--- src/sdrd_pkg.sv ---
// Shared types and constants for the SD card SPI single-block read receiver.
// Used by the front, queue, back and top-level modules; depends on nothing.
`default_nettype none

package sdrd_pkg;

   // read-one-block command (CMD17) framing
   localparam logic [7:0] CMD_PREFIX = 8'h40;
   localparam logic [7:0] CMD_INDEX  = 8'd17;
   localparam logic [7:0] CMD_FIRST  = CMD_PREFIX + CMD_INDEX;
   localparam logic [7:0] CMD_CRC    = 8'hFF;
   localparam logic [7:0] DATA_TOKEN = 8'hFE;
   localparam logic [2:0] CMD_BEATS  = 3'd6;

   localparam logic [15:0] TIMEOUT_RESET = 16'd8192;

   typedef enum logic [1:0] {
      PH_IDLE = 2'd0,
      PH_RESP = 2'd1,
      PH_HUNT = 2'd2,
      PH_DATA = 2'd3
   } phase_type;

   typedef enum logic [1:0] {
      ST_OK      = 2'd0,
      ST_NO_RESP = 2'd1,
      ST_R1_ERR  = 2'd2,
      ST_TIMEOUT = 2'd3
   } status_type;

   typedef enum logic [1:0] {
      RK_CMD    = 2'd0,
      RK_DATA   = 2'd1,
      RK_STATUS = 2'd2
   } rsp_kind_type;

   // work handed from front to back; each expands into one to six beats
   typedef enum logic [1:0] {
      JOB_CMD         = 2'd0,
      JOB_DATA        = 2'd1,
      JOB_DATA_STATUS = 2'd2,
      JOB_STATUS      = 2'd3
   } job_kind_type;

   typedef struct packed {
      job_kind_type kind;
      logic [31:0]  word;    // block address, or data byte in [7:0]
      logic [8:0]   index;
      status_type   status;
   } job_type;

endpackage

`default_nettype wire

--- src/sdrd_front.sv ---
// Front end: takes request beats, tracks the read phase and counters, and
// pushes one job per item that produces results. Depends on sdrd_pkg.
`default_nettype none

module sdrd_front #(
   parameter int BLOCK_BYTES    = 512,
   parameter int RESPONSE_TRIES = 64
) (
   input  wire             clock,
   input  wire             reset,
   input  wire             accept,
   input  wire             mode,
   input  wire [31:0]      block_address,
   input  wire [7:0]       rx_byte,
   input  wire             csr_valid,
   input  wire [15:0]      csr_data,
   output logic            push,
   output sdrd_pkg::job_type job
);

   localparam int TW = $clog2(RESPONSE_TRIES + 1);
   localparam int IW = $clog2(BLOCK_BYTES + 1);

   sdrd_pkg::phase_type phase_ff, phase_in;
   logic [TW-1:0]       tries_ff, tries_in;
   logic [15:0]         count_ff, count_in;
   logic [IW-1:0]       index_ff, index_in;
   logic [15:0]         timeout_ff;
   logic [IW+8:0]       index_ext;

   assign index_ext = {9'd0, index_ff};

   always_ff @(posedge clock) begin
      if (reset) begin
         phase_ff   <= sdrd_pkg::PH_IDLE;
         tries_ff   <= '0;
         count_ff   <= '0;
         index_ff   <= '0;
         timeout_ff <= sdrd_pkg::TIMEOUT_RESET;
      end else begin
         phase_ff <= phase_in;
         tries_ff <= tries_in;
         count_ff <= count_in;
         index_ff <= index_in;
         if (csr_valid) begin
            timeout_ff <= csr_data;
         end
      end
   end

   always_comb begin
      phase_in   = phase_ff;
      tries_in   = tries_ff;
      count_in   = count_ff;
      index_in   = index_ff;
      push       = 1'b0;
      job.kind   = sdrd_pkg::JOB_STATUS;
      job.word   = '0;
      job.index  = '0;
      job.status = sdrd_pkg::ST_OK;
      if (accept) begin
         if (!mode) begin
            push     = 1'b1;
            job.kind = sdrd_pkg::JOB_CMD;
            job.word = block_address;
            phase_in = sdrd_pkg::PH_RESP;
            tries_in = '0;
            count_in = '0;
            index_in = '0;
         end else begin
            case (phase_ff)
               sdrd_pkg::PH_RESP: begin
                  tries_in = tries_ff + TW'(1);
                  if (!rx_byte[7]) begin
                     if (rx_byte != 8'd0) begin
                        phase_in   = sdrd_pkg::PH_IDLE;
                        push       = 1'b1;
                        job.status = sdrd_pkg::ST_R1_ERR;
                     end else begin
                        phase_in = sdrd_pkg::PH_HUNT;
                     end
                  end else if (tries_in >= TW'(RESPONSE_TRIES)) begin
                     phase_in   = sdrd_pkg::PH_IDLE;
                     push       = 1'b1;
                     job.status = sdrd_pkg::ST_NO_RESP;
                  end
               end
               sdrd_pkg::PH_HUNT: begin
                  count_in = count_ff + 16'd1;
                  if (rx_byte == sdrd_pkg::DATA_TOKEN) begin
                     phase_in = sdrd_pkg::PH_DATA;
                  end
                  // token on the last allowed byte still times out
                  if (count_in >= timeout_ff) begin
                     phase_in   = sdrd_pkg::PH_IDLE;
                     push       = 1'b1;
                     job.status = sdrd_pkg::ST_TIMEOUT;
                  end
               end
               sdrd_pkg::PH_DATA: begin
                  count_in  = count_ff + 16'd1;
                  index_in  = index_ff + IW'(1);
                  push      = 1'b1;
                  job.word  = {24'd0, rx_byte};
                  job.index = index_ext[8:0];
                  if (index_in >= IW'(BLOCK_BYTES)) begin
                     phase_in   = sdrd_pkg::PH_IDLE;
                     job.kind   = sdrd_pkg::JOB_DATA_STATUS;
                     job.status = sdrd_pkg::ST_OK;
                  end else if (count_in >= timeout_ff) begin
                     phase_in   = sdrd_pkg::PH_IDLE;
                     job.kind   = sdrd_pkg::JOB_DATA_STATUS;
                     job.status = sdrd_pkg::ST_TIMEOUT;
                  end else begin
                     job.kind = sdrd_pkg::JOB_DATA;
                  end
               end
               default: begin
                  // byte while idle: dropped
               end
            endcase
         end
      end
   end

endmodule

`default_nettype wire

--- src/sdrd_queue.sv ---
// Short job queue between front and back, register array with wrap pointers.
// Depends on sdrd_pkg for the job type.
`default_nettype none

module sdrd_queue #(
   parameter int DEPTH = 4
) (
   input  wire               clock,
   input  wire               reset,
   input  wire               push,
   input  sdrd_pkg::job_type push_job,
   output logic              full,
   input  wire               pop,
   output logic              head_valid,
   output sdrd_pkg::job_type head_job
);

   localparam int PW = $clog2(DEPTH);
   localparam int CW = $clog2(DEPTH + 1);

   sdrd_pkg::job_type entry_ff [DEPTH];
   logic [PW-1:0]     wr_ptr_ff, rd_ptr_ff;
   logic [CW-1:0]     count_ff;
   logic              do_push, do_pop;

   assign full       = (count_ff == CW'(DEPTH));
   assign head_valid = (count_ff != '0);
   assign head_job   = entry_ff[rd_ptr_ff];
   assign do_push    = push && !full;
   assign do_pop     = pop && head_valid;

   always_ff @(posedge clock) begin
      if (do_push) begin
         entry_ff[wr_ptr_ff] <= push_job;
      end
   end

   always_ff @(posedge clock) begin
      if (reset) begin
         wr_ptr_ff <= '0;
         rd_ptr_ff <= '0;
         count_ff  <= '0;
      end else begin
         if (do_push) begin
            wr_ptr_ff <= (wr_ptr_ff == PW'(DEPTH - 1)) ? '0 : wr_ptr_ff + PW'(1);
         end
         if (do_pop) begin
            rd_ptr_ff <= (rd_ptr_ff == PW'(DEPTH - 1)) ? '0 : rd_ptr_ff + PW'(1);
         end
         case ({do_push, do_pop})
            2'b10:   count_ff <= count_ff + CW'(1);
            2'b01:   count_ff <= count_ff - CW'(1);
            default: count_ff <= count_ff;
         endcase
      end
   end

endmodule

`default_nettype wire

--- src/sdrd_back.sv ---
// Back end: expands queued jobs into response beats through an output register.
// Depends on sdrd_pkg.
`default_nettype none

module sdrd_back (
   input  wire               clock,
   input  wire               reset,
   input  wire               head_valid,
   input  sdrd_pkg::job_type head_job,
   output logic              pop,
   output logic              rsp_tvalid,
   input  wire               rsp_tready,
   output logic [7:0]        rsp_value,
   output logic [8:0]        rsp_index,
   output logic [1:0]        rsp_status,
   output logic [1:0]        rsp_kind,
   output logic              rsp_last
);

   logic [2:0] beat_ff;
   logic       advance;
   logic       final_beat;
   logic [7:0] value_in, value_ff;
   logic [8:0] index_in, index_ff;
   logic [1:0] status_in, status_ff;
   logic [1:0] kind_in, kind_ff;
   logic       last_in, last_ff;
   logic       valid_ff;

   assign advance    = head_valid && (!valid_ff || rsp_tready);
   assign pop        = advance && final_beat;
   assign rsp_tvalid = valid_ff;
   assign rsp_value  = value_ff;
   assign rsp_index  = index_ff;
   assign rsp_status = status_ff;
   assign rsp_kind   = kind_ff;
   assign rsp_last   = last_ff;

   always_comb begin
      value_in   = '0;
      index_in   = '0;
      status_in  = sdrd_pkg::ST_OK;
      kind_in    = sdrd_pkg::RK_STATUS;
      last_in    = 1'b1;
      final_beat = 1'b1;
      case (head_job.kind)
         sdrd_pkg::JOB_CMD: begin
            kind_in    = sdrd_pkg::RK_CMD;
            index_in   = {6'd0, beat_ff};
            final_beat = (beat_ff == sdrd_pkg::CMD_BEATS - 3'd1);
            last_in    = final_beat;
            case (beat_ff)
               3'd0:    value_in = sdrd_pkg::CMD_FIRST;
               3'd1:    value_in = head_job.word[31:24];
               3'd2:    value_in = head_job.word[23:16];
               3'd3:    value_in = head_job.word[15:8];
               3'd4:    value_in = head_job.word[7:0];
               default: value_in = sdrd_pkg::CMD_CRC;
            endcase
         end
         sdrd_pkg::JOB_DATA: begin
            kind_in  = sdrd_pkg::RK_DATA;
            value_in = head_job.word[7:0];
            index_in = head_job.index;
         end
         sdrd_pkg::JOB_DATA_STATUS: begin
            if (beat_ff == 3'd0) begin
               kind_in    = sdrd_pkg::RK_DATA;
               value_in   = head_job.word[7:0];
               index_in   = head_job.index;
               last_in    = 1'b0;
               final_beat = 1'b0;
            end else begin
               status_in = head_job.status;
            end
         end
         default: begin
            status_in = head_job.status;
         end
      endcase
   end

   always_ff @(posedge clock) begin
      if (advance) begin
         value_ff  <= value_in;
         index_ff  <= index_in;
         status_ff <= status_in;
         kind_ff   <= kind_in;
         last_ff   <= last_in;
      end
   end

   always_ff @(posedge clock) begin
      if (reset) begin
         valid_ff <= 1'b0;
         beat_ff  <= '0;
      end else begin
         if (advance) begin
            valid_ff <= 1'b1;
            beat_ff  <= final_beat ? 3'd0 : beat_ff + 3'd1;
         end else if (rsp_tready) begin
            valid_ff <= 1'b0;
         end
      end
   end

endmodule

`default_nettype wire

--- src/sd_spi_block_read_receiver.sv ---
// Host-side SD card SPI single-block read sequencer, top level.
// Instantiates sdrd_front, sdrd_queue and sdrd_back; depends on sdrd_pkg.
//
// Usage:
//   req_* takes one beat per item: tuser 0 starts a read of the block in
//   tdata[31:0], tuser 1 hands over one byte received from the card in
//   tdata[39:32]. rsp_* returns the six CMD17 bytes to transmit, each data
//   byte of the block with its index, and one status beat per run that fails or
//   completes; tlast marks the final beat caused by one request beat.
//   csr_* writes the hunt-and-data byte limit (reset 8192); write it only idle.
// Timing:
//   The front takes one request beat per cycle unless the job queue is full.
//   The first response beat of an item passes the job queue, then the output
//   register. The back emits one beat per cycle while rsp_tready is high, so
//   a start item holds the output for all its CMD17 beats; a four-deep job
//   queue lets the front run ahead meanwhile, and req_tready drops only while
//   that queue is full. Bytes that cause no response use no queue space.
// Reset (synchronous): phase idle, counters cleared, queue and output empty.
// A stalled rsp_tready holds the output beat; the queue fills, then req stalls.
`default_nettype none

module sd_spi_block_read_receiver #(
   parameter int BLOCK_BYTES    = 512,
   parameter int RESPONSE_TRIES = 64,
   parameter int QUEUE_DEPTH    = 4
) (
   input  wire         clock,
   input  wire         reset,
   input  wire         req_tvalid,
   output logic        req_tready,
   input  wire  [39:0] req_tdata,   // block_address[31:0], rx_byte[39:32]
   input  wire         req_tuser,   // mode
   output logic        rsp_tvalid,
   input  wire         rsp_tready,
   output logic [23:0] rsp_tdata,   // value[7:0], byte_index[16:8], status[18:17]
   output logic [1:0]  rsp_tuser,   // kind
   output logic        rsp_tlast,
   input  wire         csr_valid,
   output logic        csr_ready,
   input  wire  [15:0] csr_data
);

   logic              accept;
   logic              push;
   sdrd_pkg::job_type push_job;
   logic              full;
   logic              pop;
   logic              head_valid;
   sdrd_pkg::job_type head_job;
   logic [7:0]        rsp_value;
   logic [8:0]        rsp_index;
   logic [1:0]        rsp_status;

   assign req_tready = !full;
   assign accept     = req_tvalid && !full;
   assign csr_ready  = 1'b1;
   assign rsp_tdata  = {5'd0, rsp_status, rsp_index, rsp_value};

   sdrd_front #(
      .BLOCK_BYTES    (BLOCK_BYTES),
      .RESPONSE_TRIES (RESPONSE_TRIES)
   ) u_front (
      .clock         (clock),
      .reset         (reset),
      .accept        (accept),
      .mode          (req_tuser),
      .block_address (req_tdata[31:0]),
      .rx_byte       (req_tdata[39:32]),
      .csr_valid     (csr_valid),
      .csr_data      (csr_data),
      .push          (push),
      .job           (push_job)
   );

   sdrd_queue #(
      .DEPTH (QUEUE_DEPTH)
   ) u_queue (
      .clock      (clock),
      .reset      (reset),
      .push       (push),
      .push_job   (push_job),
      .full       (full),
      .pop        (pop),
      .head_valid (head_valid),
      .head_job   (head_job)
   );

   sdrd_back u_back (
      .clock      (clock),
      .reset      (reset),
      .head_valid (head_valid),
      .head_job   (head_job),
      .pop        (pop),
      .rsp_tvalid (rsp_tvalid),
      .rsp_tready (rsp_tready),
      .rsp_value  (rsp_value),
      .rsp_index  (rsp_index),
      .rsp_status (rsp_status),
      .rsp_kind   (rsp_tuser),
      .rsp_last   (rsp_tlast)
   );

endmodule

`default_nettype wire

--- config.mk ---
export PLATFORM = sky130hd
export DESIGN_NAME = sd_spi_block_read_receiver
export DESIGN_NICKNAME = d
export VERILOG_FILES = /design/src/sdrd_pkg.sv /design/src/sdrd_front.sv /design/src/sdrd_queue.sv /design/src/sdrd_back.sv /design/src/sd_spi_block_read_receiver.sv
export SDC_FILE = /design/constraint.sdc
export NUM_CORES = 1
export LEC_CHECK = 0
export BUFFER_PORTS_ARGS = -buffer_cell sky130_fd_sc_hd__buf_2
export CAP_MARGIN = 20
export CORE_MARGIN = 2
export CORE_UTILIZATION = 60
export DETAILED_ROUTE_END_ITERATION = 12
export GPL_ROUTABILITY_DRIVEN = 0
export PLACE_DENSITY_LB_ADDON = 0.1
export SETUP_SLACK_MARGIN = 0.2
export SYNTH_ARGS = -nofsm -noshare
export SYNTH_HDL_FRONTEND = slang
export SYNTH_SLANG_ARGS = --single-unit
--- constraint.sdc ---
create_clock -name clock -period 6 [get_ports clock]
set_clock_uncertainty 0.15 [all_clocks]
set_input_delay 0.6 -clock clock [delete_from_list [all_inputs] [get_ports clock]]
set_output_delay 0.6 -clock clock [all_outputs]
set_load 0.05 [all_outputs]
=== After elaboration in Yosys (flattened, before gate mapping) ===
Memories as Yosys holds them, arrays and structs flattened. A register that Yosys moved wholly into a read port is not among the register bits.
Cells that the tools add are included.

* Register bits after elaboration: 84
* Bits in latches: 0
* RAM bits: 180
* Memory bits (read-only): 0
* Logic and storage cells: 125
* Memories kept: 1

{| class="wikitable"
|+ Memories
! name !! words !! width !! read ports !! clocked after memory_dff !! write ports !! line !! text
|-
| u_queue.entry_ff || 4 || 45 || 1 || 1 || 1 || sdrd_queue.sv:21 || <nowiki>sdrd_pkg::job_type entry_ff [DEPTH];</nowiki>
|}

* Add/sub/neg operators: 8
* $mul: 0
* Div/mod/pow operators: 0
* Order comparisons: 3
* Eq/ne operators: 23
* Shift operators: 0
* Multiplexer cells: 55
* Bitwise logic cells: 0
* Reduce and logical (&&, ||, !) cells: 20

{| class="wikitable"
|+ Operators with widths
! operator !! number
|-
| two-way mux 45 bit || 1
|-
| two-way mux 43 bit || 1
|-
| two-way mux 2 bit || 20
|-
| one-hot mux 8 bit (5 select lines) || 1
|-
| two-way mux 34 bit || 1
|-
| two-way mux 16 bit || 2
|-
| one-hot mux 9 bit (3 select lines) || 1
|-
| one-hot mux 8 bit (3 select lines) || 1
|-
| two-way mux 10 bit || 2
|-
| one-hot mux 2 bit (3 select lines) || 3
|-
| adder 16 x 1 -> 16 bit (second input constant) || 1
|-
| >= comparator 16 bit || 1
|-
| two-way mux 7 bit || 2
|-
| == test 2 bit (second input constant) || 6
|-
| two-way mux 1 bit || 12
|-
| two-way mux 11 bit || 1
|-
| adder 10 x 1 -> 10 bit (second input constant) || 1
|-
| >= comparator 10 bit (second input constant) || 1
|-
| == test 3 bit (second input constant) || 3
|-
| two-way mux 9 bit || 1
|-
| == test 8 bit (second input constant) || 1
|-
| two-way mux 8 bit || 1
|-
| != test 4 x 2 -> 1 bit (second input constant) || 2
|-
| nonzero test 8 bit || 1
|-
| other kinds (27) || 42
|}

=== Longest topological paths before layout ===
Gate-level depths: netlist of the first run.

* Depth in word-level cells: 10
* Depth in mapped cells: 18
* Depth with buffers taken out: 18

=== Hierarchy ===
A second synthesis of the first run with hierarchy kept.

* Cells, all modules: 829
* Area total of the unflattened synthesis: 11763.8 µm²

{| class="wikitable"
|+ Modules (own cells, without submodules)
! module !! instances !! cells each !! area each (µm²) !! sequential area each (µm²)
|-
| sdrd_queue || 1 || 289 || 6991.7 || 5585.4
|-
| sdrd_front || 1 || 413 || 3329.4 || 1021.0
|-
| sdrd_back || 1 || 117 || 1380.1 || 740.7
|-
| sd_spi_block_read_receiver || 1 || 10 || 62.6 || 0.0
|}

=== Worst setup path before layout of the first run ===
Ideal clock, no wire load.

* Path kind: register -> register
* Start point: reg u_front.count_ff[2]
* End point: mem u_queue.entry_ff[3][0] in the netlist's numbering (enable)
* Setup time: 407 ps
* Arrival time: 3722 ps
* Data required time: 5443 ps
* Path slack: 1721 ps
* Stages on the path, launching flop included: 12
* Path through: dfxtp_1 > nand4_1 > nor4b_2 > nand3_1 > xnor2_1 > ha_1 > nand4_1 > nor3_2 > o311ai_1 > and3_4 > o311ai_4 > and2_1

* Cells in the longest elaborated chain, start to end: 9

{| class="wikitable"
|+ Ends and longest elaborated chain
! what !! line !! text
|-
| start, declared || sdrd_front.sv:26 || <nowiki>logic [15:0] count_ff, count_in;</nowiki>
|-
| start signal, assigned || sdrd_front.sv:43 || <nowiki>count_ff <= count_in;</nowiki>
|-
| adder 16 x 1 -> 16 bit || sdrd_front.sv:89 || <nowiki>count_in = count_ff + 16'd1;</nowiki>
|-
| >= comparator 16 bit || sdrd_front.sv:94 || <nowiki>if (count_in >= timeout_ff) begin</nowiki>
|-
| two-way mux 1 bit || sdrd_front.sv:94 ||
|-
| one-hot mux 1 bit (3 select lines) || sdrd_front.sv:71 || <nowiki>case (phase_ff)</nowiki>
|-
| two-way mux 1 bit || sdrd_front.sv:62 || <nowiki>if (!mode) begin</nowiki>
|-
| two-way mux 1 bit || sdrd_front.sv:61 || <nowiki>if (accept) begin</nowiki>
|-
| logical AND 1 bit || sdrd_queue.sv:29 || <nowiki>assign do_push = push && !full;</nowiki>
|-
| two-way mux 1 bit || sdrd_queue.sv:33 || <nowiki>if (do_push) begin</nowiki>
|-
| two-way mux 1 bit (not written as such) || sdrd_queue.sv:34 || <nowiki>entry_ff[wr_ptr_ff] <= push_job;</nowiki>
|-
| end, declared || sdrd_queue.sv:21 ||
|}

No other way between the ends.

=== Final worst setup path of the first run ===
* Start point: reg u_front.count_ff[2]
* End point: mem u_queue.entry_ff[2][27] in the netlist's numbering (enable)

The elaborated chain is that of the path after synthesis.

==> results_tabular.tex, run 1 <==
\begin{tabular}{lr}
\hline
Metric & Value \\
\hline
\multicolumn{2}{l}{\textbf{Status}} \\
Status & finished clean \\
\multicolumn{2}{l}{\textbf{Floorplanning}} \\
Die outline area & 20,600 sq um \\
Die Span X & 144 microns \\
Placeable Area & 19,300 sq um \\
Initial Util & 60.7\% \\
Cell Rows & 51 \\
Die Ht & 144 microns \\
Top-level port count & 92 \\
\multicolumn{2}{l}{\textbf{Clock network}} \\
CTS hold repair buffers & 0 \\
Clock edge transition at the registers on the reported setup and hold paths & 0.06 ns \\
Later-pin clock latency in the skew report & 0.52 ns \\
Maximum buffer depth of the clock tree & 3 \\
Clock sinks & 266 \\
Cell at the root of the clock tree & sky130\_fd\_sc\_hd\_\_clkbuf\_16 \\
Max H-tree Level & 1 \\
TritonCTS clock tree & done \\
Buffers inserted by post-CTS timing repair & 0 \\
Clock buffers created by TritonCTS & 27 \\
Gates resized, CTS repair & 0 \\
\multicolumn{2}{l}{\textbf{Yosys}} \\
Fraction of synthesis flops using an asynchronous set or reset pin & 0\% \\
Count of synthesis-stage warnings from yosys & 0 \\
Leading post-synthesis cells by instance count & 202 x sky130\_fd\_sc\_hd\_\_edfxtp\_1, 72 x sky130\_fd\_sc\_hd\_\_nor2\_1, 64 x sky130\_fd\_sc\_hd\_\_dfxtp\_1, 43 x sky130\_fd\_sc\_hd\_\_mux4\_2, 40 x sky130\_fd\_sc\_hd\_\_nand2\_1 \\
Portion of synthesized cell area occupied by the leading cell type & 51.9\% \\
Synth area leader & sky130\_fd\_sc\_hd\_\_edfxtp\_1 \\
Most used standard cell by instance count after synthesis & sky130\_fd\_sc\_hd\_\_edfxtp\_1 \\
Mean instance size in the synthesized netlist & 14.0 sq um \\
Mapped cell area & 11,700 sq um \\
Cells after synthesis & 837 \\
Share of the yosys chip area belonging to registers & 62.8\% \\
Yosys reg bits & 266 \\
Number of flops mapped to enable cells by yosys & 202 \\
Leading register cell type out of synthesis & sky130\_fd\_sc\_hd\_\_edfxtp\_1 \\
Post-synth cell types & 75 \\
Ranking of synthesized cells by area & sky130\_fd\_sc\_hd\_\_edfxtp\_1 52\%, sky130\_fd\_sc\_hd\_\_dfxtp\_1 11\%, sky130\_fd\_sc\_hd\_\_mux4\_2 8.3\%, sky130\_fd\_sc\_hd\_\_ha\_1 3.2\%, sky130\_fd\_sc\_hd\_\_nor2\_1 2.3\% \\
\multicolumn{2}{l}{\textbf{Global routing}} \\
Via count of the first global-routing pass & 7,260 \\
Antenna violations before repair & 0 \\
Wire length of the first global-routing pass & 37.7 mm \\
Overall overflow remaining after global route & 0 \\
Pin count of the biggest net entering global routing & 52 \\
All-layer global routing usage & 23.7\% \\
\multicolumn{2}{l}{\textbf{STA}} \\
Count of endpoints failing hold in the final timing report & 0 \\
Worst-case hold slack & 0.165 ns \\
Slew at the pin closest to its max-slew limit & 1.08 ns \\
Number of max-slew violations in the final report & 0 \\
Share of the cycle needed by the critical path after routing & 75.1\% \\
Number of endpoints failing setup at the final stage & 0 \\
Rel. slew slack & 27.8\% \\
Setup Total Neg Slack & 0 ns \\
Minimum clock period & 4.50 ns \\
Final worst slack & 1.50 ns \\
Maximum clock frequency & 0.222 GHz \\
RSZ-0062 raised after global routing & false \\
\multicolumn{2}{l}{\textbf{Final layout}} \\
Fraction of final layout cells with drive strength greater than 1 & 21.3\% \\
Fin cells & 1,206 \\
Post-route design area & 13,100 sq um \\
Number of nets in the layout & 1,013 \\
Layout overhead on the synthesized area & 12.4\% \\
Total inserted antenna cells & 0 \\
Total of fill cells in the finished design & 1,376 \\
\multicolumn{2}{l}{\textbf{Route}} \\
Via total after detailed routing & 7,287 \\
DRC marker count from the first detailed-route iteration & 606 \\
Final routed wire length divided by cell count & 20.0 microns \\
DRC viols & 0 \\
TritonRoute pass-1 iters & 5 \\
Vias per inst & 6.04 \\
WL final & 24.1 mm \\
Antenna-violating nets left & 0 \\
\multicolumn{2}{l}{\textbf{Worst setup path}} \\
Data required time of the critical path & 6.08 ns \\
CP Capture Type & register \\
Kind of launch point of the worst setup path & register \\
Setup CP Type & register to register \\
Largest fanout on the critical path & 33 \\
CP Data Arrival Time & 4.58 ns \\
\multicolumn{2}{l}{\textbf{Pwr}} \\
NetSw & 1.74 mW \\
Comb power frac & 27.4\% \\
Sequential Power Share & 43.8\% \\
Internal power component & 3.67 mW \\
Worst ir drop on vdd & 0.234 mV \\
Standby leakage power & 4.78 nW \\
Total power density per cell area & 411 nW/um\^{}2 \\
Sw Ratio & 32.2\% \\
Portion of total power attributed to the clock network & 28.9\% \\
\multicolumn{2}{l}{\textbf{Placement}} \\
Cell total after placement & 1,156 \\
Post-place setup slack & 1.47 ns \\
Number of buffers added on ports & 85 \\
Placed inst area & 12,300 sq um \\
Detailed placer's ending HPWL & 15.8 mm \\
\multicolumn{2}{l}{\textbf{Run}} \\
Number of maximum-capacitance constraint violations & 0 \\
\multicolumn{2}{l}{\textbf{Worst hold path}} \\
Path category of the worst min-delay check & input pin to register \\
\hline
\end{tabular}
## worst paths after layout
check                                         start                 endpoint  slack (ns)  depth (start not counted)
worst max register to register  u_front.count_ff[2]  u_queue.entry_ff[2][27]        1.50                         12
worst max-delay path            u_front.count_ff[2]  u_queue.entry_ff[2][27]        1.50                         12
worst min register to register  u_front.tries_ff[6]      u_front.tries_ff[6]        0.34                          2
worst min-delay path                   csr_data[13]   u_front.timeout_ff[13]        0.17                          3
## power by group through the flow
stage / clock network, mW / logic, mW / registers [mW]
floorplan: 0 / 0.902 / 2.63
finish: 1.56 / 1.48 / 2.37
global placement: 0 / 1.45 / 2.39
global route: 1.66 / 1.59 / 2.39
detailed placement: 0 / 1.48 / 2.41
CTS: 1.59 / 1.49 / 2.37
## cells in the final DEF, fill, tap and decap left out, drive strengths merged, types with 17 or more instances in the layout
cell / count
and3: 30
inv: 36
and2: 20
clkbuf: 39
a21oi: 39
a22o: 17
o21ai: 28
nor2: 72
mux4: 45
mux2i: 22
ha: 30
edfxtp: 202
nand2: 40
dfxtp: 64
buf: 96
## kinds of logic (layout without fill, tap and decap cells)
logic type,Yosys count,in the layout,share of synthesized area [%]
other cells,2,6,0.0642
buf+inv,82,182,3.23
mux,69,69,10.8
fa+ha+maj,33,33,3.55
compound gates,128,128,7.57
simple gates,230,230,9.91
xor+xnor,27,27,2.02
flops,266,266,62.8
## sequential cells by signal, summed over array words and instances, names as in the netlist, named ones only
| name | count |
|---|---|
| u_queue.entry_ff | 180 |
| u_front.count_ff | 16 |
| u_front.timeout_ff | 16 |
| u_front.index_ff | 10 |
| u_back.rsp_index | 9 |
| u_back.rsp_value | 8 |
| u_front.tries_ff | 7 |
| u_back.beat_ff | 3 |
| u_queue.count_ff | 3 |
| u_back.rsp_kind | 2 |
| u_back.rsp_status | 2 |
| u_front.phase_ff | 2 |
| u_queue.rd_ptr_ff | 2 |
| u_queue.wr_ptr_ff | 2 |
| u_back.rsp_last | 1 |
| u_back.rsp_tvalid | 1 |
## per-stage QoR
step / utilization, % / total power, mW
final: 68.2 / 5.41
after global routing: 68.2 / 5.65
after CTS: 68.2 / 5.44
after detailed placement: 63.9 / 3.89
after global placement: 63.9 / 3.84
after floorplan: - / 3.54
## metal layers
| layer | track usage, % | wire (microns) | vias up |
|---|---|---|---|
| li1 | - | - | 3329 |
| met1 | 32.1 | 10100 | 3662 |
| met2 | 39.9 | 11900 | 250 |
| met3 | 3.43 | 1420 | 46 |
| met4 | 7.89 | 685 | 0 |
| met5 | 0 | 0 | - |
## worst max-delay path, stage by stage (launching register included)
cell,delay [ns]
sky130_fd_sc_hd__dfxtp_1,0.43
sky130_fd_sc_hd__nand4_1,0.21
sky130_fd_sc_hd__nor4b_2,0.55
sky130_fd_sc_hd__nand3_1,0.16
sky130_fd_sc_hd__xnor2_1,0.17
sky130_fd_sc_hd__ha_1,0.30
sky130_fd_sc_hd__nand4_1,0.14
sky130_fd_sc_hd__nor3_2,0.23
sky130_fd_sc_hd__o311ai_1,0.18
sky130_fd_sc_hd__and3_4,0.24
sky130_fd_sc_hd__o311ai_4,0.32
sky130_fd_sc_hd__and2_2,0.80
sky130_fd_sc_hd__buf_4,0.30
## cell type report
class	instances	area [sq um]	share of cell area, %
repair buffers	96	508	3.87
multi-input cells	493	3990	30.4
flip-flops and latches	266	7350	55.9
inverters	36	135	1.03
clock buffers	39	741	5.64
well taps	265	332	2.52
clock inverters	11	86.3	0.657
Note: power is estimated with default switching activity, not from simulation.
==> run 2: changes to the inputs <==
==> constraint.sdc (replaced) <==
create_clock -name clock -period 4.2 [get_ports clock]
set_clock_uncertainty 0.15 [all_clocks]
set_input_delay 0.42 -clock clock [delete_from_list [all_inputs] [get_ports clock]]
set_output_delay 0.42 -clock clock [all_outputs]
set_load 0.05 [all_outputs]
==> results_tabular.tex, run 2 (same netlist as run 1, synthesis figures left out) <==
\begin{tabular}{lr}
\hline
Metric & Value \\
\hline
\multicolumn{2}{l}{\textbf{Final layout}} \\
Fraction of final layout cells with drive strength greater than 1 & 24.9\% \\
Number of nets in the layout & 1,044 \\
Total inserted antenna cells & 0 \\
Register with the highest flop count & u\_queue.entry\_ff \\
Layout overhead on the synthesized area & 17.3\% \\
Commonest cells after routing, fill and taps aside & 202 x sky130\_fd\_sc\_hd\_\_edfxtp\_1, 85 x sky130\_fd\_sc\_hd\_\_buf\_2, 71 x sky130\_fd\_sc\_hd\_\_nor2\_1, 56 x sky130\_fd\_sc\_hd\_\_dfxtp\_1, 43 x sky130\_fd\_sc\_hd\_\_mux4\_2 \\
Register area & 7360 sq um \\
Multi-input gate area & 4090 sq um \\
Most frequent standard cell in the layout excluding fill and tap cells & sky130\_fd\_sc\_hd\_\_edfxtp\_1 \\
Max FFs per register & 180 \\
Total of fill cells in the finished design & 1,313 \\
Top flop regs & u\_queue.entry\_ff x180, u\_front.count\_ff x16, u\_front.timeout\_ff x16 \\
\multicolumn{2}{l}{\textbf{Floorplanning}} \\
Top-level port count & 92 \\
Initial Util & 60.7\% \\
Cell Rows & 51 \\
Die Span X & 144 microns \\
Die outline area & 20,600 sq um \\
Placeable Area & 19,300 sq um \\
Die Ht & 144 microns \\
\multicolumn{2}{l}{\textbf{STA}} \\
Count of endpoints failing hold in the final timing report & 0 \\
RSZ-0062 raised after global routing & true \\
Number of max-slew violations in the final report & 0 \\
Slew at the pin closest to its max-slew limit & 0.881 ns \\
Number of endpoints failing setup at the final stage & 0 \\
Share of the cycle needed by the critical path after routing & 95.8\% \\
Minimum clock period & 4.02 ns \\
Setup Total Neg Slack & 0 ns \\
Maximum clock frequency & 0.248 GHz \\
Rel. slew slack & 41.0\% \\
\multicolumn{2}{l}{\textbf{Clock network}} \\
Cell at the root of the clock tree & sky130\_fd\_sc\_hd\_\_clkbuf\_16 \\
Clock edge transition at the registers on the reported setup and hold paths & 0.06 ns \\
Max H-tree Level & 1 \\
Clock sinks & 266 \\
Maximum buffer depth of the clock tree & 3 \\
Later-pin clock latency in the skew report & 0.54 ns \\
TritonCTS clock tree & done \\
Clock buffers created by TritonCTS & 27 \\
\multicolumn{2}{l}{\textbf{Worst setup path}} \\
Critical Path End & u\_queue.count\_ff[2] \\
CP Data Arrival Time & 4.33 ns \\
Setup CP Type & register to register \\
Kind of launch point of the worst setup path & register \\
Launching element of the worst setup path & u\_front.count\_ff[2] \\
Reg-to-reg endpoint & u\_queue.count\_ff[2] \\
CP Capture Type & register \\
Start of the worst register-to-register path & u\_front.count\_ff[2] \\
Data required time of the critical path & 4.50 ns \\
Worst reg2reg path depth & 18 \\
Largest fanout on the critical path & 5 \\
Worst-case register-to-register setup slack & 0.18 ns \\
\multicolumn{2}{l}{\textbf{Route}} \\
DRC viols & 0 \\
Antenna-violating nets left & 0 \\
Via total after detailed routing & 7,420 \\
DRC marker count from the first detailed-route iteration & 560 \\
WL final & 24.8 mm \\
Met2 Wirelength & 12.4 mm \\
TritonRoute pass-1 iters & 6 \\
Highest metal layer with signal wires & met4 \\
Vias per inst & 6.00 \\
Met3 wirelength from detailed routing & 1.52 mm \\
Final routed wire length divided by cell count & 20.0 microns \\
DRT met1 WL & 10.1 mm \\
\multicolumn{2}{l}{\textbf{Global routing}} \\
Wire length of the first global-routing pass & 38.9 mm \\
Via count of the first global-routing pass & 7,392 \\
Antenna violations before repair & 0 \\
Overall overflow remaining after global route & 0 \\
Pin count of the biggest net entering global routing & 52 \\
All-layer global routing usage & 24.7\% \\
\multicolumn{2}{l}{\textbf{Run}} \\
Number of maximum-capacitance constraint violations & 0 \\
\multicolumn{2}{l}{\textbf{Pwr}} \\
Total power density per cell area & 593 nW/um\^{}2 \\
Overall power consumption & 8.13 mW \\
Worst ir drop on vdd & 0.447 mV \\
Standby leakage power & 5.06 nW \\
\multicolumn{2}{l}{\textbf{Placement}} \\
Number of buffers added on ports & 85 \\
Detailed placer's ending HPWL & 16.0 mm \\
\multicolumn{2}{l}{\textbf{Worst hold path}} \\
Path category of the worst min-delay check & input pin to register \\
\multicolumn{2}{l}{\textbf{Status}} \\
Status & finished clean \\
\hline
\end{tabular}
-- run 2: cell types whose count changed in the layout (fill, tap and decap cells not counted), sizes merged --
cell / change
dlygate4sd3: +13
clkinvlp: -3
bufinv: +4
clkbuf: -1
buf: +18
-- run 2: power breakdown --
part	internal (mW)	leakage, nW	total, mW	switching, mW
Combinational	0.809	2.19	2.27	1.46
Sequential	3.21	2.41	3.33	0.124
Clock	1.57	0.463	2.53	0.964
-- run 2: timing repair --
item | CTS | global route
setup buffers | 1 | 10
hold buffers | 13 | 0
setup endpoints to repair | 2 | 2
hold endpoints to repair | 13 | 0
pin swaps | 5 | 13
resized for setup | 8 | 18
-- run 2: worst min path at each step --
stage / endpoint / startpoint / cells after the start
floorplan: u_front.tries_ff[6] / u_front.tries_ff[6] / 2
global placement: u_back.rsp_tvalid / u_back.rsp_tvalid / 2
detailed placement: u_front.timeout_ff[1] / u_front.timeout_ff[1] / 2
CTS: u_front.timeout_ff[3] / csr_data[3] / 3
global route: u_front.timeout_ff[14] / csr_data[14] / 3
finish: u_front.timeout_ff[14] / csr_data[14] / 3
-- run 2: layer usage --
layer,global-route usage (%),vias up
met5,0,-
met4,9.96,0
li1,-,3398
met3,3.77,60
met2,41.6,289
met1,32.4,3673
-- run 2: layout make-up --
| class | count | area share (%) |
|---|---|---|
| repair buffers | 127 | 6.10 |
| well taps | 265 | 2.42 |
| clock buffers | 38 | 5.52 |
| multi-input cells | 493 | 29.8 |
| clock inverters | 12 | 1.44 |
| inverters | 36 | 0.986 |
| flip-flops and latches | 266 | 53.7 |
-- run 2: critical path, cell delays in order (launching register included) --
cell and delay, ns:
sky130_fd_sc_hd__dfxtp_4 0.37, sky130_fd_sc_hd__nand4_1 0.17, sky130_fd_sc_hd__nor4b_4 0.45, sky130_fd_sc_hd__nand3_2 0.14
sky130_fd_sc_hd__xnor2_2 0.17, sky130_fd_sc_hd__ha_1 0.33, sky130_fd_sc_hd__nand4_1 0.18, sky130_fd_sc_hd__nor3_4 0.30
sky130_fd_sc_hd__buf_4 0.15, sky130_fd_sc_hd__a2bb2oi_2 0.06, sky130_fd_sc_hd__and3_4 0.18, sky130_fd_sc_hd__o311ai_4 0.28
sky130_fd_sc_hd__inv_2 0.10, sky130_fd_sc_hd__ha_4 0.17, sky130_fd_sc_hd__inv_2 0.05, sky130_fd_sc_hd__fa_2 0.19
sky130_fd_sc_hd__xor2_1 0.08, sky130_fd_sc_hd__or3_1 0.31, sky130_fd_sc_hd__a21oi_1 0.14
-- run 2: metrics by stage --
step,utilization (%),setup WS (ns),area (sq um),hold WS [ns],std cells
after floorplan,-,0.390,11700,0.304,841
after global placement,64.5,0.259,12400,0.318,1163
after detailed placement,64.5,-0.00509,12400,0.332,1163
after CTS,70.3,0.220,13600,0.00857,1227
after global routing,71.1,-0.0256,13700,0.0175,1237
final,71.1,0.175,13700,0.00988,1237
==> run 3: changes to the inputs <==
--- a/config.mk
+++ b/config.mk
@@ -6,12 +6,13 @@
 export NUM_CORES = 1
 export LEC_CHECK = 0
 export BUFFER_PORTS_ARGS = -buffer_cell sky130_fd_sc_hd__buf_2
-export CAP_MARGIN = 20
+export CAP_MARGIN = 0
 export CORE_MARGIN = 2
 export CORE_UTILIZATION = 60
 export DETAILED_ROUTE_END_ITERATION = 12
 export GPL_ROUTABILITY_DRIVEN = 0
 export PLACE_DENSITY_LB_ADDON = 0.1
+export RECOVER_POWER = 25
 export SETUP_SLACK_MARGIN = 0.2
 export SYNTH_ARGS = -nofsm -noshare
 export SYNTH_HDL_FRONTEND = slang
==> results_tabular.tex, run 3 (same netlist as run 1, synthesis figures left out) <==
\begin{tabular}{lr}
\hline
Metric & Value \\
\hline
\multicolumn{2}{l}{\textbf{STA}} \\
Count of endpoints failing hold in the final timing report & 0 \\
Maximum clock frequency & 0.248 GHz \\
Share of the cycle needed by the critical path after routing & 95.9\% \\
Slew at the pin closest to its max-slew limit & 1.44 ns \\
Number of endpoints failing setup at the final stage & 0 \\
Minimum clock period & 4.03 ns \\
Number of max-slew violations in the final report & 0 \\
Setup Total Neg Slack & 0 ns \\
Worst-case hold slack & 0.0104 ns \\
Rel. slew slack & 3.68\% \\
RSZ-0062 raised after global routing & true \\
Final worst slack & 0.174 ns \\
\multicolumn{2}{l}{\textbf{Worst setup path}} \\
Setup CP Type & register to register \\
Data required time of the critical path & 4.50 ns \\
CP Data Arrival Time & 4.33 ns \\
Critical-path cell with the highest stage delay & sky130\_fd\_sc\_hd\_\_nor4b\_4 \\
Kind of launch point of the worst setup path & register \\
Largest fanout on the critical path & 5 \\
CP top delay family & simple AND/OR/NAND/NOR gates \\
Buf+Inv Stages, Crit Path & 3 \\
CP Capture Type & register \\
Maximum single-stage delay on the critical path & 0.45 ns \\
Series of cell instances along the critical path & nand4\_1 -> nor4b\_4 -> nand3\_2 -> xnor2\_2 -> ha\_1 -> nand4\_1 -> nor3\_4 -> buf\_4 -> a2bb2oi\_2 -> and3\_4 -> o311ai\_4 -> inv\_2 -> ha\_4 -> inv\_2 -> fa\_2 -> xor2\_1 -> or3\_1 -> a21oi\_1 \\
\multicolumn{2}{l}{\textbf{Floorplanning}} \\
Top-level port count & 92 \\
Placeable Area & 19,300 sq um \\
Die Ht & 144 microns \\
Die outline area & 20,600 sq um \\
Cell Rows & 51 \\
Initial Util & 60.7\% \\
Die Span X & 144 microns \\
\multicolumn{2}{l}{\textbf{Run}} \\
Number of maximum-capacitance constraint violations & 0 \\
\multicolumn{2}{l}{\textbf{Global routing}} \\
All-layer global routing usage & 24.7\% \\
Wire length of the first global-routing pass & 38.9 mm \\
Via count of the first global-routing pass & 7,392 \\
Pin count of the biggest net entering global routing & 52 \\
Overall overflow remaining after global route & 0 \\
Antenna violations before repair & 0 \\
\multicolumn{2}{l}{\textbf{Route}} \\
WL final & 24.7 mm \\
DRC viols & 0 \\
Final routed wire length divided by cell count & 20.0 microns \\
Antenna-violating nets left & 0 \\
Via total after detailed routing & 7,428 \\
Vias per inst & 6.00 \\
TritonRoute pass-1 iters & 5 \\
DRC marker count from the first detailed-route iteration & 579 \\
\multicolumn{2}{l}{\textbf{Clock network}} \\
Clock sinks & 266 \\
TritonCTS clock tree & done \\
Cell at the root of the clock tree & sky130\_fd\_sc\_hd\_\_clkbuf\_16 \\
Maximum buffer depth of the clock tree & 3 \\
Clock buffers created by TritonCTS & 27 \\
Later-pin clock latency in the skew report & 0.54 ns \\
Max H-tree Level & 1 \\
Clock edge transition at the registers on the reported setup and hold paths & 0.06 ns \\
\multicolumn{2}{l}{\textbf{Pwr}} \\
Comb power frac & 27.6\% \\
Internal power component & 5.56 mW \\
NetSw & 2.54 mW \\
Overall power consumption & 8.10 mW \\
Total power density per cell area & 592 nW/um\^{}2 \\
Sequential Power Share & 41.2\% \\
Standby leakage power & 5.00 nW \\
Worst ir drop on vdd & 0.448 mV \\
Portion of total power attributed to the clock network & 31.2\% \\
Sw Ratio & 31.4\% \\
\multicolumn{2}{l}{\textbf{Final layout}} \\
Post-route design area & 13,700 sq um \\
Layout overhead on the synthesized area & 17.0\% \\
Number of nets in the layout & 1,044 \\
Register with the highest flop count & u\_queue.entry\_ff \\
Max FFs per register & 180 \\
Fin cells & 1,237 \\
Commonest cells after routing, fill and taps aside & 202 x sky130\_fd\_sc\_hd\_\_edfxtp\_1, 71 x sky130\_fd\_sc\_hd\_\_nor2\_1, 67 x sky130\_fd\_sc\_hd\_\_buf\_2, 56 x sky130\_fd\_sc\_hd\_\_dfxtp\_1, 43 x sky130\_fd\_sc\_hd\_\_mux4\_2 \\
Fraction of final layout cells with drive strength greater than 1 & 22.8\% \\
Final Util & 71.0\% \\
Top flop regs & u\_queue.entry\_ff x180, u\_front.count\_ff x16, u\_front.timeout\_ff x16 \\
Most frequent standard cell in the layout excluding fill and tap cells & sky130\_fd\_sc\_hd\_\_edfxtp\_1 \\
Total inserted antenna cells & 0 \\
\multicolumn{2}{l}{\textbf{Worst hold path}} \\
Path category of the worst min-delay check & input pin to register \\
\multicolumn{2}{l}{\textbf{Placement}} \\
Post-place setup slack & -0.00509 ns \\
Detailed placer's ending HPWL & 16.0 mm \\
Placed inst area & 12,400 sq um \\
Number of buffers added on ports & 85 \\
Cell total after placement & 1,163 \\
\multicolumn{2}{l}{\textbf{Status}} \\
Status & finished clean \\
\hline
\end{tabular}
==> run 3: changes by cell type in the layout (fill, tap and decap cells not counted), sizes merged <==
cell,previous run,this run
buf,114,95
clkbuf,38,57
==> run 3: area by class of cell <==
class                      count  area (sq um)
clock inverter                12           198
tap                          265           332
fill                        1326          5590
clock buffer                  38           757
multi-input combinational    493          4090
timing repair buffer         127           810
inverter                      36           135
sequential                   266          7360
==> run 3: per-layer routing <==
metal / up-vias / GRT usage [%] / wire (microns) / share of wire [%]
li1: 3398 / - / - / -
met1: 3674 / 32.4 / 9960 / 40
met2: 294 / 41.6 / 12400 / 50
met3: 62 / 3.77 / 1520 / 6.1
met4: 0 / 9.96 / 849 / 3.4
met5: - / 0 / 0 / 0
==> run 3: power groups by stage <==
stage,sequential [mW],combinational [mW],clock (mW)
2_1_floorplan,3.76,1.29,0
6_report,3.33,2.24,2.53
3_3_place_gp,3.37,2.14,0
5_1_grt,3.36,2.41,2.68
4_1_cts,3.34,2.22,2.56
3_5_place_dp,3.39,2.20,0
==> run 3: worst paths after layout <==
kind	startpoint	to	slack, ns	cells past startpoint
worst min-delay path	csr_data[14]	u_front.timeout_ff[14]	0.01	3
worst max-delay path	u_front.count_ff[2]	u_queue.count_ff[2]	0.17	18
worst max register to register	u_front.count_ff[2]	u_queue.count_ff[2]	0.17	18
worst min register to register	u_back.rsp_tvalid	u_back.rsp_tvalid	0.34	2
==> run 3: what timing repair did <==
item                                    4_1_cts  5_1_grt
pin swaps                                     5       13
setup buffers                                 1       10
hold buffers                                 13        0
endpoints found under the setup margin        2        2
resized for setup                             8       18
hold endpoints to repair                     13        0
==> run 3: worst reg2reg max path, stage by stage (launching register included) <==
cell and delay (ns):
sky130_fd_sc_hd__dfxtp_4 0.37, sky130_fd_sc_hd__nand4_1 0.17, sky130_fd_sc_hd__nor4b_4 0.45, sky130_fd_sc_hd__nand3_2 0.14, sky130_fd_sc_hd__xnor2_2 0.17, sky130_fd_sc_hd__ha_1 0.33
sky130_fd_sc_hd__nand4_1 0.18, sky130_fd_sc_hd__nor3_4 0.30, sky130_fd_sc_hd__buf_4 0.15, sky130_fd_sc_hd__a2bb2oi_2 0.06, sky130_fd_sc_hd__and3_4 0.18, sky130_fd_sc_hd__o311ai_4 0.28
sky130_fd_sc_hd__inv_2 0.10, sky130_fd_sc_hd__ha_4 0.17, sky130_fd_sc_hd__inv_2 0.05, sky130_fd_sc_hd__fa_2 0.19, sky130_fd_sc_hd__xor2_1 0.08, sky130_fd_sc_hd__or3_1 0.31
sky130_fd_sc_hd__a21oi_1 0.14
